[src/rtl/core/xbc_pkg.sv]
// Shared types, constants and round helpers for the XTEA block cipher unit.
// No dependencies; used by xbc_stage, xtea_block_cipher_unit and xbc_checker.
package xbc_pkg;

  localparam int unsigned CycleCount = 32;
  localparam int unsigned HalfRounds = 2 * CycleCount;
  localparam int unsigned StageIdxW  = $clog2(HalfRounds);
  localparam int unsigned WordW      = 32;
  localparam int unsigned KeyWords   = 4;
  localparam int unsigned CfgIdxW    = 8;

  localparam logic [WordW-1:0] Delta = 32'h9E37_79B9;

  localparam logic OP_ENCRYPT = 1'b0;
  localparam logic OP_DECRYPT = 1'b1;

  localparam logic [CfgIdxW-1:0] REG_KEY_WORD_0 = 8'd0;
  localparam logic [CfgIdxW-1:0] REG_KEY_WORD_1 = 8'd1;
  localparam logic [CfgIdxW-1:0] REG_KEY_WORD_2 = 8'd2;
  localparam logic [CfgIdxW-1:0] REG_KEY_WORD_3 = 8'd3;

  typedef logic [KeyWords-1:0][WordW-1:0] key_t;

  typedef struct packed {
    logic             op;
    logic [WordW-1:0] v0;
    logic [WordW-1:0] v1;
  } blk_t;

  function automatic logic [WordW-1:0] mix(input logic [WordW-1:0] v);
    mix = ((v << 4) ^ (v >> 5)) + v;
  endfunction

  // Round sum seen by half-round h when encrypting: Delta * ceil(h / 2).
  function automatic logic [WordW-1:0] enc_sum(input logic [StageIdxW-1:0] h);
    logic [StageIdxW:0] n;
    n = ({1'b0, h} + (StageIdxW+1)'(1)) >> 1;
    enc_sum = WordW'(Delta * WordW'(n));
  endfunction

  // Decryption walks the sums backward from Delta * CycleCount.
  function automatic logic [WordW-1:0] dec_sum(input logic [StageIdxW-1:0] h);
    logic [StageIdxW:0] n;
    n = ({1'b0, h} + (StageIdxW+1)'(1)) >> 1;
    dec_sum = WordW'(Delta * (WordW'(CycleCount) - WordW'(n)));
  endfunction

endpackage

[src/rtl/core/xbc_stage.sv]
// One registered XTEA half-round (one Feistel update of v0 or v1).
// Depends on xbc_pkg.
module xbc_stage (
  input  logic                          clk_i,
  input  logic                          rst_ni,
  input  logic                          adv_i,
  input  logic [xbc_pkg::StageIdxW-1:0] stage_i,
  input  xbc_pkg::key_t                 key_i,
  input  logic                          valid_i,
  input  xbc_pkg::blk_t                 blk_i,
  output logic                          valid_o,
  output xbc_pkg::blk_t                 blk_o
);

  logic                       valid_q;
  xbc_pkg::blk_t              blk_q, blk_d;
  logic                       upd_v0;
  logic [xbc_pkg::WordW-1:0]  sum, src, dst, fk, nxt;
  logic [1:0]                 ksel;

  always_comb begin
    // Encrypt updates v0 on even half-rounds, decrypt on odd ones.
    upd_v0 = (blk_i.op == xbc_pkg::OP_ENCRYPT) ^ stage_i[0];
    sum    = (blk_i.op == xbc_pkg::OP_DECRYPT) ? xbc_pkg::dec_sum(stage_i)
                                               : xbc_pkg::enc_sum(stage_i);
    ksel   = upd_v0 ? sum[1:0] : sum[12:11];
    src    = upd_v0 ? blk_i.v1 : blk_i.v0;
    dst    = upd_v0 ? blk_i.v0 : blk_i.v1;
    fk     = xbc_pkg::mix(src) ^ (sum + key_i[ksel]);
    nxt    = (blk_i.op == xbc_pkg::OP_DECRYPT) ? (dst - fk) : (dst + fk);
    blk_d  = blk_i;
    if (upd_v0) begin
      blk_d.v0 = nxt;
    end else begin
      blk_d.v1 = nxt;
    end
  end

  always_ff @(posedge clk_i or negedge rst_ni) begin
    if (!rst_ni) begin
      valid_q <= 1'b0;
    end else if (adv_i) begin
      valid_q <= valid_i;
    end
  end

  always_ff @(posedge clk_i) begin
    if (adv_i) begin
      blk_q <= blk_d;
    end
  end

  assign valid_o = valid_q;
  assign blk_o   = blk_q;

endmodule

[config.mk]
export PLATFORM = sky130hd
export DESIGN_NAME = xbc_stage
export DESIGN_NICKNAME = d
export VERILOG_FILES = /design/src/rtl/core/xbc_pkg.sv /design/src/rtl/core/xbc_stage.sv
export SDC_FILE = /design/constraint.sdc
export NUM_CORES = 1
export LEC_CHECK = 0
export BUFFER_PORTS_ARGS = -buffer_cell sky130_fd_sc_hd__clkbuf_2
export CORE_ASPECT_RATIO = 0.6
export CORE_MARGIN = 8
export CORE_UTILIZATION = 60
export DETAILED_ROUTE_END_ITERATION = 7
export GPL_ROUTABILITY_DRIVEN = 0
export PLACE_DENSITY_LB_ADDON = 0.25
export SLEW_MARGIN = 40
export SYNTH_ARGS = -nofsm -noshare
export SYNTH_HDL_FRONTEND = slang
export SYNTH_SLANG_ARGS = --single-unit
export TNS_END_PERCENT = 30
[constraint.sdc]
create_clock -name clk_i -period 1.5 [get_ports clk_i]
set_input_delay 0 -clock clk_i [delete_from_list [all_inputs] [get_ports clk_i]]
set_output_delay 0 -clock clk_i [all_outputs]
set_load 0.01 [all_outputs]
==> impl_metrics.tcl, run 1 <==
set metrics [dict create \
    initial_core_util_pct 60.8 \
    dpl_cell_area_um2 22600 \
    synth_top_flop_cell "edfxtp_1" \
    syn_inst 2016 \
    grt.overflow.total 76 \
    dp.final_hpwl_um 59400 \
    synth-edff-count 65 \
    die_height_um 143 \
    async_reset_ff_share_pct 1.52 \
    synth_seq_cells 66 \
    max-clock-path-buffers 2 \
    ctsHtreeMaxLevel 3 \
    cts-root-buf "clkbuf_16" \
    grt_start_max_net_pins 33 \
    clock-sinks 66 \
    pin_count 269 \
    synth_area_per_cell_um2 7.95 \
    result_of_the_run "did not finish" \
    cts_inserted_buffers 9 \
    numPortBuffers 268 \
    synth_seq_area_share_pct 12.3 \
    synth_area_um2 16000 \
    synthesis.yosys.warnings 0 \
    global_route.usage.total_pct 74.6 \
    rows 46 \
    yosys.cell_types.count 76 \
    synth_fp_nets 2522 \
    last-stage-reached "global routing (5_1_grt)" \
    flow.first_error "[ERROR GRT-0232] Routing congestion too high. Check the congestion heatmap in the GUI." \
    die-width_um 227 \
]
timing repair:
action	CTS
setup endpoints to repair	64
buffers inserted	30
cloned	0
endpoints found under the hold margin	48
hold buffers	3
gates resized for setup	132
pin swaps	77
cell families after synthesis:
kind of cell               Yosys count  synth area share (%)
xor gates and xnor gates           213                  11.9
DFF                                 66                  12.3
buffers and inverters              248                  5.86
and+or+nand+nor                    574                  16.5
AOI/OAI and AO/OA                  540                  21.3
muxes                               72                  4.84
adders and majority gates          303                  27.3
layer usage:
layer	GRT overflow	global-route usage (%)
met4	29	68.6
met3	2	67.5
met5	0	43.4
met1	3	74.7
met2	42	85.8
cells in the mapped netlist (all sizes together) (4+ instances only):
cell,number,share of area [%]
and2,19,0.74
a21oi,171,5.3
edfxtp,65,12
clkbuf,46,1.1
a2111oi,6,0.37
and3,15,0.59
nor3,21,0.66
buf,8,0.23
inv,193,4.5
o21a,32,1.5
a41oi,10,0.55
nor4,6,0.23
fa,77,9.6
a31o,7,0.38
a31oi,13,0.51
nand3,31,0.97
mux2,34,2.4
o21bai,15,0.70
nand2,262,6.1
o211ai,13,0.67
a21o,66,3.1
nor2,131,3.1
ha,226,18
a211o,5,0.27
or2,6,0.23
nand2b,21,0.82
or3,7,0.27
o21ai,126,4.0
a211oi,24,1.2
xor2,69,3.8
a21boi,5,0.23
nand4,13,0.51
nor2b,16,0.62
o31a,8,0.44
and4,7,0.38
o22ai,4,0.16
mux2i,37,2.3
xnor2,141,7.7
nand3b,5,0.23
a221oi,6,0.33
o31ai,8,0.37
through the flow:
stage	cells	setup WS, ns	setup TNS (ns)	hold slack (ns)
4_1_cts	3249	-8.93	-471.27	-0.0496
3_5_place_dp	3202	-9.59	-523.07	-0.222
3_3_place_gp	3202	-8.64	-474.58	-0.224
2_1_floorplan	2016	-8.72	-469.10	-0.296
==> run 2, diff against run 1 <==
Settings changed: CORE_ASPECT_RATIO 0.6 to not set, CORE_UTILIZATION 60 to 40, PLACE_DENSITY_LB_ADDON 0.25 to 0.15.
==> run 2 against run 1 <==
  * The flow now finishes, with violations (negative hold slack, negative setup slack)
  * Synthesized area stayed put
  * Synthesized cell count stayed put
==> impl_metrics.tcl, run 2 <==
set metrics [dict create \
    hold-worst-slack_ns -0.0257 \
    async_reset_ff_share_pct 1.52 \
    critical_path_peak_fanout 4 \
    cts_tree "built" \
    failed_checks "negative hold slack, negative setup slack" \
    grt_util_met1_pct 27.9 \
    global_route.usage.total_pct 23.5 \
    synth_seq_cells 66 \
    yosys.area.top_type "ha_1" \
    hold_buffers 4 \
    layout.cells.most_common "buf_4" \
    relSlewSlack_pct 56.9 \
    wl_um 56400 \
    post_synthesis_share_of_cell_area_spent_on_and_or_nand_and_nor_gates_pct 16.5 \
    design_area_final_um2 24000 \
    numPortBuffers 268 \
    min_period_ns 10.01 \
    pin_count 269 \
    yosys.cell_count.top_type "nand2_1" \
    synthesis.yosys.warnings 0 \
    drtPass1Iterations 5 \
    grt_use_met3_pct 2.65 \
    synth_area_per_cell_um2 7.95 \
    synth_area_um2 16000 \
    fp.coreArea_um2 39600 \
    fin_crit_sh_pct 668 \
    initial_antenna_violation_count 0 \
    drtIter0Drc 779 \
    post_synth_xor_area_fraction_pct 11.9 \
    dpl_cell_area_um2 23000 \
    required_ns 1.67 \
    result_of_the_run "finished with violations" \
    antennaDiodeCount 0 \
    grt-busiest-layer "met2" \
    max-clock-path-buffers 2 \
    largest_register_ff_count 65 \
    post_route_cells_drive_above_1_share_pct 38.3 \
    critical_path.startpoint_type "primary input" \
    synth_fp_nets 2522 \
    hold_path.class "primary input to flop" \
    worst_max_slew_pin_slew_ns 0.642 \
    detail_route.wl_per_cell_um 16.4 \
    vias_per_cell 5.11 \
    worst_setup_path_end_kind "flop" \
    grt_first_pass_wirelength_um 90300 \
    final-hold-violation-count 19 \
    synth_adder_area_share_pct 27.3 \
    die-width_um 216 \
    crit_slowest_cell "fa_2" \
    worst-setup-path-type "primary input to flop" \
    timing.clock.skew_ns 0 \
    first_global_vias 18326 \
    cts-root-buf "clkbuf_16" \
    synth_compound_area_share_pct 21.3 \
    dp_slack_ns -9.05 \
    finish.utilization_pct 60.7 \
    post-synth-top-area-fraction_pct 17.6 \
    clk_transition_reported_paths_ns 0.06 \
    max_freq_ghz 0.0999 \
    grt.overflow.total 0 \
    synth_seq_area_share_pct 12.3 \
    synth_top_flop_cell "edfxtp_1" \
    rows 73 \
    area_growth_syn_to_layout_pct 50.1 \
    gr-usage-met2_pct 43.1 \
    layout.cells.most_common_list "buf_4 (654), clkbuf_2 (264), nand2_1 (260)" \
    worst_setup_slack_final_ns -8.51 \
    dp.final_hpwl_um 49600 \
    nNetsFinal 3422 \
    ctsHtreeMaxLevel 3 \
    rsz0062_at_grt "yes" \
    syn_inst 2016 \
    yosys.cell_types.count 76 \
    synth_area_leaders "ha_1 (18%), edfxtp_1 (12%), fa_1 (9.6%)" \
    insertion_delay_ns 0.33 \
    ys_top_cells_by_count "nand2_1 (262), ha_1 (226), inv_1 (193), a21oi_1 (171), xnor2_1 (141)" \
    grt_start_max_net_pins 55 \
    clock-sinks 66 \
    die_height_um 216 \
    max-cap-violations 0 \
    synth-edff-count 65 \
    detailroute.via_count 17604 \
    synth_top_family_by_area "adder cells" \
    timing.critical_path.arrival_ns 10.18 \
    critical-path-max-stage-delay_ns 0.59 \
    fp.dieArea_um2 46700 \
    initial_core_util_pct 40.4 \
    drcViolationCount 0 \
    cts_inserted_buffers 9 \
    finalMaxSlewViolations 0 \
    setup_viol_count_final 64 \
    post_synth_mux_area_share_pct 4.84 \
    route.antenna.remaining_nets 0 \
]
run 2: cell counts after synthesis:
Identical to the previous run, type by type.
run 2: critical path: cells and delay by family:
| kind | cells | cell delay [ns] |
|---|---|---|
| adders and majority gates | 9 | 3.28 |
| xor gates and xnor gates | 7 | 1.28 |
| and+or+nand+nor | 11 | 2.12 |
| AOI/OAI and AO/OA | 12 | 2.21 |
| buffers and inverters | 10 | 1.04 |
| muxes | 1 | 0.21 |
run 2: cells by family after synthesis:
| kind of cell | count (synthesis) |
|---|---|
| xor+xnor | 213 |
| mux | 72 |
| simple gates | 574 |
| buf+inv | 248 |
| compound gates | 540 |
| fa+ha+maj | 303 |
| flops | 66 |
run 2: metal layers:
layer	vias up	share of wire, %
li1	8908	-
met1	8222	43
met5	-	0
met2	383	50
met4	0	3.4
met3	91	4.0
run 2: cell type report:
class                           instances  area [um2]
Clock inverter                          6        33.8
Tap cell                              525         657
Inverter                              194         731
Fill cell                            3594       15600
Clock buffer                           10         229
Multi-Input combinational cell       1703       13900
Sequential cell                        66        1980
Timing Repair Buffer                  942        6540
run 2: path summary, 6_finish.rpt:
path	start	endpoint	slack, ns	depth (start not counted)
max	stage_i[0]	blk_o[63]$_DFFE_PP_	-8.51	50
min	blk_i[60]	blk_o[60]$_DFFE_PP_	-0.03	3
max reg2reg	valid_o$_DFFE_PN0P_	valid_o$_DFFE_PN0P_	0.74	1
min reg2reg	valid_o$_DFFE_PN0P_	valid_o$_DFFE_PN0P_	0.53	1
max in group asynchronous	rst_ni	valid_o$_DFFE_PN0P_	0.86	3
min in group asynchronous	rst_ni	valid_o$_DFFE_PN0P_	0.52	3
run 2: per-stage QoR:
stage	hold slack (ns)	std cells	TNS, ns
2_1_floorplan	-0.296	2016	-469.10
3_3_place_gp	-0.226	3395	-477.54
3_5_place_dp	-0.223	3395	-492.48
4_1_cts	-0.0398	3436	-449.82
5_1_grt	-0.0154	3446	-481.03
6_report	-0.0257	3446	-454.60
run 2: what timing repair did:
item	4_1_cts	5_1_grt
pin swaps	64	50
endpoints found under the setup margin	64	64
gates cloned	1	0
hold endpoints to repair	46	3
resized for setup	80	51
setup buffers	20	11
Power of run 2 is left out: the tool's default activity adds up to more than one toggle a clock period on the data nets, which glitch-free logic cannot reach.
